[src/rtl/otb_pkg.sv]
// shared types and constants of the one-shot timer bank
package otb_pkg;

    localparam int TickW = 16;
    localparam int ConnW = 8;
    localparam int CfgIdxW = 2;

    localparam logic [TickW-1:0] TimeoutTicksRst = 16'd300;
    localparam logic [TickW-1:0] PollTicksRst = 16'd10;

    localparam logic KindTimeout = 1'b0;
    localparam logic KindPoll = 1'b1;

    typedef enum logic [2:0] {
        OP_TICK          = 3'd0,
        OP_START_TIMEOUT = 3'd1,
        OP_START_POLL    = 3'd2,
        OP_STOP_TIMEOUT  = 3'd3,
        OP_STOP_POLL     = 3'd4
    } t_opcode;

    typedef enum logic [CfgIdxW-1:0] {
        CFG_TIMEOUT_TICKS = 2'd0,
        CFG_POLL_TICKS    = 2'd1
    } t_cfg_index;

    typedef enum logic [1:0] {
        BK_IDLE,
        BK_WALK,
        BK_FLUSH
    } t_back_state;

    // command passed from the front to the back
    typedef struct packed {
        logic             is_tick;
        logic [ConnW-1:0] idx;
        logic [TickW-1:0] ticks;
        logic             kind;
    } t_cmd;

    // one timer entry
    typedef struct packed {
        logic             kind;
        logic [TickW-1:0] ticks;
    } t_entry;

    // queue status seen by both sides
    typedef struct packed {
        logic full;
        logic nempty;
    } t_q_stat;

    // back status
    typedef struct packed {
        logic flushing;
        logic pend_valid;
    } t_back_stat;

endpackage

[src/rtl/per_connection_oneshot_timer_bank.sv]
// top level of the per-connection one-shot timer bank
//
//  channel   direction  handshake               payload
//  in        input      i_in_valid/o_in_stall   i_opcode, i_conn_id
//  out       output     o_out_valid/i_out_stall o_expired_conn, o_expired_kind, o_last
//  cfg       input      i_cfg_valid/o_cfg_ready i_cfg_index, i_cfg_data
//
//  start and stop items are written to the timer memory in the back as they leave the queue
//  a tick walks the whole timer memory in the back
//  a tick with any expiry ends with a flush of the final expiry
//  a stall on the output during a walk can hold the walk
//  the front keeps taking items until the two-entry queue is full
//  synchronous reset stops all timers at once through per-entry valid bits
module per_connection_oneshot_timer_bank
    import otb_pkg::*;
#(
    parameter int CONNECTIONS = 15
) (
    input  logic               i_clk,
    input  logic               i_rst_n,
    input  logic               i_cfg_valid,
    output logic               o_cfg_ready,
    input  logic [CfgIdxW-1:0] i_cfg_index,
    input  logic [TickW-1:0]   i_cfg_data,
    input  logic               i_in_valid,
    output logic               o_in_stall,
    input  logic [2:0]         i_opcode,
    input  logic [ConnW-1:0]   i_conn_id,
    output logic               o_out_valid,
    input  logic               i_out_stall,
    output logic [ConnW-1:0]   o_expired_conn,
    output logic               o_expired_kind,
    output logic               o_last
);

    t_cmd       front_cmd;
    t_cmd       queue_cmd;
    logic       push;
    logic       pop;
    t_q_stat    q_stat;
    t_back_stat back_stat;

    otb_front #(
        .CONNECTIONS(CONNECTIONS)
    ) u_front (
        .i_clk      (i_clk),
        .i_rst_n    (i_rst_n),
        .i_cfg_valid(i_cfg_valid),
        .o_cfg_ready(o_cfg_ready),
        .i_cfg_index(i_cfg_index),
        .i_cfg_data (i_cfg_data),
        .i_in_valid (i_in_valid),
        .o_in_stall (o_in_stall),
        .i_opcode   (i_opcode),
        .i_conn_id  (i_conn_id),
        .i_q_stat   (q_stat),
        .o_push     (push),
        .o_cmd      (front_cmd)
    );

    otb_queue u_queue (
        .i_clk  (i_clk),
        .i_rst_n(i_rst_n),
        .i_push (push),
        .i_cmd  (front_cmd),
        .i_pop  (pop),
        .o_cmd  (queue_cmd),
        .o_stat (q_stat)
    );

    otb_back #(
        .CONNECTIONS(CONNECTIONS)
    ) u_back (
        .i_clk         (i_clk),
        .i_rst_n       (i_rst_n),
        .i_cmd         (queue_cmd),
        .i_q_stat      (q_stat),
        .o_pop         (pop),
        .o_out_valid   (o_out_valid),
        .i_out_stall   (i_out_stall),
        .o_expired_conn(o_expired_conn),
        .o_expired_kind(o_expired_kind),
        .o_last        (o_last),
        .o_stat        (back_stat)
    );

`ifndef ASSERT_OFF
    a_conn_range: assert property (@(posedge i_clk) disable iff (!i_rst_n)
        o_out_valid |-> (o_expired_conn != '0) &&
                        (o_expired_conn <= ConnW'(CONNECTIONS)))
        else $error("expiry for a connection out of range");

    a_ascending: assert property (@(posedge i_clk) disable iff (!i_rst_n)
        (o_out_valid && !o_last && !i_out_stall) |=>
            (!o_out_valid || (o_expired_conn > $past(o_expired_conn))))
        else $error("expiries of one tick not in ascending order");

    a_flush_pend: assert property (@(posedge i_clk) disable iff (!i_rst_n)
        back_stat.flushing |-> back_stat.pend_valid)
        else $error("final expiry flush without a held expiry");
`endif

endmodule

[src/rtl/otb_front.sv]
// front: config registers, item decode and command build
module otb_front
    import otb_pkg::*;
#(
    parameter int CONNECTIONS = 15
) (
    input  logic               i_clk,
    input  logic               i_rst_n,
    input  logic               i_cfg_valid,
    output logic               o_cfg_ready,
    input  logic [CfgIdxW-1:0] i_cfg_index,
    input  logic [TickW-1:0]   i_cfg_data,
    input  logic               i_in_valid,
    output logic               o_in_stall,
    input  logic [2:0]         i_opcode,
    input  logic [ConnW-1:0]   i_conn_id,
    input  t_q_stat            i_q_stat,
    output logic               o_push,
    output t_cmd               o_cmd
);

    logic [TickW-1:0] r_timeout_ticks;
    logic [TickW-1:0] r_poll_ticks;
    logic             in_range;
    logic             keep;
    logic             accept;

    assign o_cfg_ready = 1'b1;

    always_ff @(posedge i_clk) begin
        if (!i_rst_n) begin
            r_timeout_ticks <= TimeoutTicksRst;
            r_poll_ticks <= PollTicksRst;
        end else if (i_cfg_valid) begin
            unique case (i_cfg_index)
                CFG_TIMEOUT_TICKS: r_timeout_ticks <= i_cfg_data;
                CFG_POLL_TICKS: r_poll_ticks <= i_cfg_data;
                default: ;
            endcase
        end
    end

    assign o_in_stall = i_q_stat.full;
    assign accept = i_in_valid && !i_q_stat.full;
    assign in_range = (i_conn_id != '0) && (i_conn_id <= ConnW'(CONNECTIONS));

    always_comb begin
        keep = 1'b0;
        o_cmd.is_tick = 1'b0;
        o_cmd.idx = i_conn_id - ConnW'(1);
        o_cmd.ticks = '0;
        o_cmd.kind = KindTimeout;
        unique case (i_opcode) inside
            OP_TICK: begin
                keep = 1'b1;
                o_cmd.is_tick = 1'b1;
            end
            OP_START_TIMEOUT: begin
                keep = in_range;
                o_cmd.ticks = r_timeout_ticks;
            end
            OP_START_POLL: begin
                keep = in_range;
                o_cmd.ticks = r_poll_ticks;
                o_cmd.kind = KindPoll;
            end
            OP_STOP_TIMEOUT, OP_STOP_POLL: begin
                keep = in_range;
            end
            default: ;
        endcase
    end

    assign o_push = accept && keep;

endmodule

[src/rtl/otb_queue.sv]
// two-entry command queue between front and back
module otb_queue
    import otb_pkg::*;
(
    input  logic    i_clk,
    input  logic    i_rst_n,
    input  logic    i_push,
    input  t_cmd    i_cmd,
    input  logic    i_pop,
    output t_cmd    o_cmd,
    output t_q_stat o_stat
);

    t_cmd       r_slot [2];
    logic       r_wr_ptr;
    logic       r_rd_ptr;
    logic [1:0] r_count;
    logic       do_push;
    logic       do_pop;

    assign o_stat.full = (r_count == 2'd2);
    assign o_stat.nempty = (r_count != 2'd0);
    assign do_push = i_push && !o_stat.full;
    assign do_pop = i_pop && o_stat.nempty;
    assign o_cmd = r_slot[r_rd_ptr];

    always_ff @(posedge i_clk) begin
        if (do_push) begin
            r_slot[r_wr_ptr] <= i_cmd;
        end
    end

    always_ff @(posedge i_clk) begin
        if (!i_rst_n) begin
            r_wr_ptr <= 1'b0;
            r_rd_ptr <= 1'b0;
            r_count <= 2'd0;
        end else begin
            if (do_push) begin
                r_wr_ptr <= !r_wr_ptr;
            end
            if (do_pop) begin
                r_rd_ptr <= !r_rd_ptr;
            end
            case ({do_push, do_pop})
                2'b10: r_count <= r_count + 2'd1;
                2'b01: r_count <= r_count - 2'd1;
                default: ;
            endcase
        end
    end

endmodule

[src/rtl/otb_back.sv]
// back: timer memory, tick walk and expiry output
module otb_back
    import otb_pkg::*;
#(
    parameter int CONNECTIONS = 15
) (
    input  logic             i_clk,
    input  logic             i_rst_n,
    input  t_cmd             i_cmd,
    input  t_q_stat          i_q_stat,
    output logic             o_pop,
    output logic             o_out_valid,
    input  logic             i_out_stall,
    output logic [ConnW-1:0] o_expired_conn,
    output logic             o_expired_kind,
    output logic             o_last,
    output t_back_stat       o_stat
);

    localparam int AW = (CONNECTIONS > 1) ? $clog2(CONNECTIONS) : 1;
    localparam int IW = $clog2(CONNECTIONS + 1);

    t_back_state r_state;
    t_back_state n_state;

    t_entry           mem [CONNECTIONS];
    logic [CONNECTIONS-1:0] r_vld;

    logic [IW-1:0]    r_rd_idx;
    logic             r_ev_valid;
    logic [AW-1:0]    r_ev_idx;
    t_entry           r_rd_data;
    logic             r_ev_vld;

    logic             r_pend_valid;
    logic [ConnW-1:0] r_pend_conn;
    logic             r_pend_kind;

    logic             r_out_valid;
    logic [ConnW-1:0] r_out_conn;
    logic             r_out_kind;
    logic             r_out_last;

    logic             rd_more;
    logic [AW-1:0]    rd_addr;
    logic [TickW-1:0] ev_ticks;
    logic [ConnW-1:0] ev_conn;
    logic             ev_fire;
    logic             out_free;
    logic             advance;
    logic             out_push;
    logic             out_last;
    logic             wr_en;
    logic [AW-1:0]    wr_addr;
    t_entry           wr_data;

    assign rd_more = (r_rd_idx < IW'(CONNECTIONS));
    assign rd_addr = r_rd_idx[AW-1:0];
    assign ev_ticks = r_ev_vld ? r_rd_data.ticks : '0;
    assign ev_conn = ConnW'(r_ev_idx) + ConnW'(1);
    assign out_free = !r_out_valid || !i_out_stall;

    // next state
    always_comb begin
        n_state = r_state;
        unique case (r_state)
            BK_IDLE: begin
                if (i_q_stat.nempty && i_cmd.is_tick) begin
                    n_state = BK_WALK;
                end
            end
            BK_WALK: begin
                if (!rd_more && !r_ev_valid) begin
                    n_state = r_pend_valid ? BK_FLUSH : BK_IDLE;
                end
            end
            BK_FLUSH: begin
                if (out_free) begin
                    n_state = BK_IDLE;
                end
            end
            default: n_state = BK_IDLE;
        endcase
    end

    // outputs
    always_comb begin
        o_pop = 1'b0;
        ev_fire = 1'b0;
        out_push = 1'b0;
        out_last = 1'b0;
        wr_en = 1'b0;
        wr_addr = r_ev_idx;
        wr_data = '{kind: r_rd_data.kind, ticks: ev_ticks - TickW'(1)};
        advance = 1'b1;
        unique case (r_state)
            BK_IDLE: begin
                o_pop = i_q_stat.nempty;
                if (i_q_stat.nempty && !i_cmd.is_tick) begin
                    wr_en = 1'b1;
                    wr_addr = i_cmd.idx[AW-1:0];
                    wr_data = '{kind: i_cmd.kind, ticks: i_cmd.ticks};
                end
            end
            BK_WALK: begin
                ev_fire = r_ev_valid && (ev_ticks == TickW'(1));
                advance = !(ev_fire && r_pend_valid && !out_free);
                out_push = ev_fire && r_pend_valid && out_free;
                wr_en = r_ev_valid && (ev_ticks != '0) && advance;
            end
            BK_FLUSH: begin
                out_push = out_free;
                out_last = 1'b1;
            end
            default: ;
        endcase
    end

    always_ff @(posedge i_clk) begin
        if (!i_rst_n) begin
            r_state <= BK_IDLE;
        end else begin
            r_state <= n_state;
        end
    end

    // timer memory
    always_ff @(posedge i_clk) begin
        if (wr_en) begin
            mem[wr_addr] <= wr_data;
        end
        if (r_state == BK_WALK && advance && rd_more) begin
            r_rd_data <= mem[rd_addr];
        end
    end

    always_ff @(posedge i_clk) begin
        if (!i_rst_n) begin
            r_vld <= '0;
            r_ev_vld <= 1'b0;
        end else begin
            if (wr_en) begin
                r_vld[wr_addr] <= 1'b1;
            end
            if (r_state == BK_WALK && advance && rd_more) begin
                r_ev_vld <= r_vld[rd_addr];
            end
        end
    end

    // walk control
    always_ff @(posedge i_clk) begin
        if (!i_rst_n) begin
            r_rd_idx <= '0;
            r_ev_valid <= 1'b0;
            r_ev_idx <= '0;
        end else if (r_state == BK_IDLE) begin
            r_rd_idx <= '0;
            r_ev_valid <= 1'b0;
        end else if (r_state == BK_WALK && advance) begin
            r_ev_valid <= rd_more;
            r_ev_idx <= rd_addr;
            if (rd_more) begin
                r_rd_idx <= r_rd_idx + IW'(1);
            end
        end
    end

    // expiry held back until the next one shows whether it is the last
    always_ff @(posedge i_clk) begin
        if (!i_rst_n) begin
            r_pend_valid <= 1'b0;
        end else if (r_state == BK_WALK && advance && ev_fire) begin
            r_pend_valid <= 1'b1;
        end else if (r_state == BK_FLUSH && out_free) begin
            r_pend_valid <= 1'b0;
        end
    end

    always_ff @(posedge i_clk) begin
        if (r_state == BK_WALK && advance && ev_fire) begin
            r_pend_conn <= ev_conn;
            r_pend_kind <= r_rd_data.kind;
        end
    end

    // output register
    always_ff @(posedge i_clk) begin
        if (!i_rst_n) begin
            r_out_valid <= 1'b0;
        end else if (out_push) begin
            r_out_valid <= 1'b1;
        end else if (!i_out_stall) begin
            r_out_valid <= 1'b0;
        end
    end

    always_ff @(posedge i_clk) begin
        if (out_push) begin
            r_out_conn <= r_pend_conn;
            r_out_kind <= r_pend_kind;
            r_out_last <= out_last;
        end
    end

    assign o_out_valid = r_out_valid;
    assign o_expired_conn = r_out_conn;
    assign o_expired_kind = r_out_kind;
    assign o_last = r_out_last;

    assign o_stat.flushing = (r_state == BK_FLUSH);
    assign o_stat.pend_valid = r_pend_valid;

endmodule

[config.mk]
export PLATFORM = sky130hd
export DESIGN_NAME = per_connection_oneshot_timer_bank
export DESIGN_NICKNAME = d
export VERILOG_FILES = /design/src/rtl/otb_pkg.sv /design/src/rtl/per_connection_oneshot_timer_bank.sv /design/src/rtl/otb_front.sv /design/src/rtl/otb_queue.sv /design/src/rtl/otb_back.sv
export SDC_FILE = /design/constraint.sdc
export NUM_CORES = 1
export LEC_CHECK = 0
export ABC_AREA = 0
export BUFFER_PORTS_ARGS = -buffer_cell sky130_fd_sc_hd__buf_4
export CAP_MARGIN = 40
export CORE_MARGIN = 2
export CORE_UTILIZATION = 25
export CTS_CLUSTER_SIZE = 14
export DETAILED_ROUTE_END_ITERATION = 10
export GPL_ROUTABILITY_DRIVEN = 1
export PLACE_DENSITY_LB_ADDON = 0.08
export SLEW_MARGIN = 20
export SYNTH_ARGS = -nofsm -noshare
export SYNTH_HDL_FRONTEND = slang
export SYNTH_SLANG_ARGS = --single-unit
export TNS_END_PERCENT = 20
[constraint.sdc]
create_clock -name i_clk -period 5.28 [get_ports i_clk]
set_clock_uncertainty 0.15 [all_clocks]
set_input_delay 0.264 -clock i_clk [delete_from_list [all_inputs] [get_ports i_clk]]
set_output_delay 0.264 -clock i_clk [all_outputs]
set_load 0.05 [all_outputs]
==> load_flow_metrics.sql <==
INSERT INTO impl_metrics (metric_group, metric, value, unit) VALUES
('worst_setup_path', 'capturing_point_of_the_worst_reg2reg_path', 'u_back.mem[0][10]', ''),
('logic_synthesis', 'yosysSeqAreaShare', '70.3', '%'),
('timing', 'post-route-period-util', '63.2', '%'),
('worst_setup_path', 'timing_worst_setup_path_type', 'reg2reg', ''),
('clock_tree', 'clock-sinks', '395', ''),
('worst_setup_path', 'path_buf_inv', '0', ''),
('layout', 'finish.net_count', '1147', ''),
('worst_setup_path', 'setup.worst_path.start_class', 'flip-flop', ''),
('layout', 'total_area_of_multi_input_combinational_cells', '4470', 'um^2'),
('route', 'ant_nets', '0', ''),
('layout', 'syn2layout_area_growth', '21.7', '%'),
('route', 'routed-via-count', '8668', ''),
('logic_synthesis', 'synth_ff_type', 'edfxtp_1', ''),
('logic_synthesis', 'synth.lib_cells_used.distinct', '64', ''),
('hold_path', 'min_delay_src', 'i_cfg_valid', ''),
('floorplan', 'start_util', '25.2', '%'),
('global_routing', 'global_route.usage.total', '12.8', '%'),
('worst_setup_path', 'max_stage_delay', '810', 'ps'),
('hold_path', 'cell_count_of_the_worst_hold_path', '5', ''),
('layout', 'antennaDiodeCount', '0', ''),
('logic_synthesis', 'post-synth-top-area-fraction', '62.0', '%'),
('logic_synthesis', 'synth.cell_area', '15900', 'um^2'),
('route', 'first_pass_iters', '4', ''),
('logic_synthesis', 'synth_area_per_cell', '16.1', 'um^2'),
('worst_setup_path', 'critPathArrivalTime', '3390', 'ps'),
('route', 'routedWlPerCell', '20.9', 'um'),
('global_routing', 'gr-total-overflow', '0', ''),
('timing', 'worst-slew-pin-transition', '822', 'ps'),
('timing', 'setup-tns-final', '0', 'ps'),
('layout', 'drive_above_1_share', '23.6', '%'),
('route', 'initialDrtViolationCount', '539', ''),
('timing', 'slew_headroom', '45.2', '%'),
('status', 'status', 'finished, final reports clean', ''),
('timing', 'timing.fmax', '300', 'MHz'),
('power_and_ir_drop', 'vdd_drop_max', '0.220', 'mV'),
('route', 'drt-total-wl', '41.5', 'mm'),
('clock_tree', 'clk_transition_reported_paths', '60', 'ps'),
('timing', 'worst_hold_slack', '62.5', 'ps'),
('logic_synthesis', 'synth_area_leader_cell', 'edfxtp_1', ''),
('place', 'dpl.cell_count', '1865', ''),
('floorplan', 'fp.dieArea', '65700', 'um^2'),
('timing', 'grt_setup_unrepaired', 'false', ''),
('logic_synthesis', 'synthArstFlopShare', '0', '%'),
('layout', 'nFillCells', '6279', ''),
('layout', 'layout.cells.non_filler', '1987', ''),
('worst_setup_path', 'crit_path_cell_trace', 'nand2_1, ha_1, and4_1, o221ai_2, and3_2', ''),
('clock_tree', 'cts-buffers-inserted', '47', ''),
('worst_setup_path', 'critical_path_required', '5340', 'ps'),
('timing', 'hold_viol_final', '0', ''),
('clock_tree', 'tritoncts', 'done', ''),
('floorplan', 'floorplan.core_area', '63100', 'um^2'),
('place', 'gp_congestion', '0.749', ''),
('logic_synthesis', 'synth.ff_latch_count', '395', ''),
('global_routing', 'grt_start_max_net_pins', '58', ''),
('global_routing', 'number_of_antenna_violations_at_the_first_check_in_global_routing', '0', ''),
('flow_run', 'drv_cap', '0', ''),
('timing', 'period_minus_slack', '3340', 'ps'),
('hold_path', 'hold_class', 'in2reg', ''),
('floorplan', 'chipHeight', '256', 'um'),
('layout', 'mostFrequentLayoutCell', 'edfxtp_1', ''),
('worst_setup_path', 'path_delay_family', 'simple AND/OR/NAND/NOR gates', ''),
('layout', 'regArea', '11200', 'um^2'),
('clock_tree', 'post_cts.resized_instances', '0', ''),
('timing', 'setup_viol', '0', ''),
('clock_tree', 'htree_levels', '2', ''),
('worst_setup_path', 'endpoint_kind', 'flip-flop', ''),
('worst_setup_path', 'path_max_fanout', '23', ''),
('floorplan', 'ioPinCount', '47', ''),
('logic_synthesis', 'count_of_flip_flops_with_a_built_in_enable_after_synthesis', '329', ''),
('worst_setup_path', 'r2r_slack', '1940', 'ps'),
('global_routing', 'via_count_of_the_first_global_routing_pass', '9126', '');
==> power breakdown <==
group	internal, W	switching (W)
sequential	0.00366	0.0000600
clock	0.00196	0.00131
combinational	0.000337	0.000652
==> cell type report <==
type,count,share of cell area [%]
well taps,846,5.46
multi-input cells,527,23.1
clock inverters,29,1.52
clock buffers,58,6.54
inverters,10,0.200
repair buffers,122,5.39
flip-flops and latches,395,57.8
==> per-layer routing <==
metal / GRT usage [%] / routed length [um]
met5: 0 / 0
met4: 3.63 / 952
met3: 2.32 / 1470
met2: 21.7 / 20500
met1: 16.7 / 18700
==> cells in the mapped netlist (9+ instances only) <==
cell type,count
a21oi_1,44
dfxtp_1,66
inv_1,9
mux2_2,9
xnor2_1,13
a211oi_1,12
a22o_1,16
mux4_2,71
mux2i_1,35
o21a_1,13
edfxtp_1,329
o21ai_0,35
nand2_1,121
nor2b_1,9
clkbuf_1,41
nand3_1,17
nor2_1,32
ha_1,10
==> sequential cells by signal (all words and copies together), names as in the netlist, 2 cells and up, named ones only <==
| register | cells |
|---|---|
| u_back.r_ev_idx | 4 |
| u_back.r_state | 2 |
| u_back.r_pend_conn | 5 |
| u_front.r_timeout_ticks | 16 |
| u_queue.r_slot | 44 |
| u_back.mem | 255 |
| u_back.o_expired_conn | 5 |
| u_front.r_poll_ticks | 16 |
| u_back.r_rd_idx | 4 |
| u_queue.r_count | 2 |
| u_back.r_rd_data | 17 |
| u_back.r_vld | 15 |
==> how the worst max path moves through the flow <==
| stage | cells after the start | slack, ps | start | to |
|---|---|---|---|---|
| 2_1_floorplan | 8 | 1450 | u_back.r_ev_vld | u_back.mem[9][0] |
| 3_3_place_gp | 5 | 2000 | u_back.r_ev_vld | u_back.mem[0][4] |
| 3_5_place_dp | 5 | 1940 | u_back.r_ev_vld | u_back.mem[0][4] |
| 4_1_cts | 5 | 1920 | u_back.r_ev_vld | u_back.mem[0][10] |
| 5_1_grt | 5 | 1640 | u_back.r_ev_vld | u_back.mem[0][10] |
| 6_report | 5 | 1940 | u_back.r_ev_vld | u_back.mem[0][10] |
==> stage by stage <==
stage          worst slack [ps]  cell area (um^2)  power, W  util (%)
6_report                   1940             19400   0.00798      30.7
5_1_grt                    1640             19400   0.00833      30.7
3_3_place_gp               2000             17400   0.00477      27.6
3_5_place_dp               1940             17500   0.00478      27.7
2_1_floorplan              1450             15900   0.00437         -
4_1_cts                    1920             19400   0.00813      30.7
==> tightest hold or removal path, stage by stage <==
cell      delay, ps
buf_4            90
nand3b_1         80
buf_6           170
nand2_1          70
a21oi_1          50
==> logic make-up (layout without fill, tap and decap cells) <==
| group | count (synthesis) | in the layout | synth area share, % |
|---|---|---|---|
| mux | 115 | 115 | 12.9 |
| flops | 395 | 395 | 70.3 |
| fa+ha+maj | 10 | 10 | 0.786 |
| other cells | 2 | 4 | 0.0472 |
| buf+inv | 69 | 219 | 2.07 |
| simple gates | 232 | 232 | 6.84 |
| xor+xnor | 17 | 17 | 0.935 |
| compound gates | 149 | 149 | 6.12 |
==> repair_timing <==
item / in CTS / in global routing
hold buffers: 34 / 0
endpoints found under the hold margin: 52 / 0
buffers inserted: 0 / 0
Power figures use the tool's default switching activity.
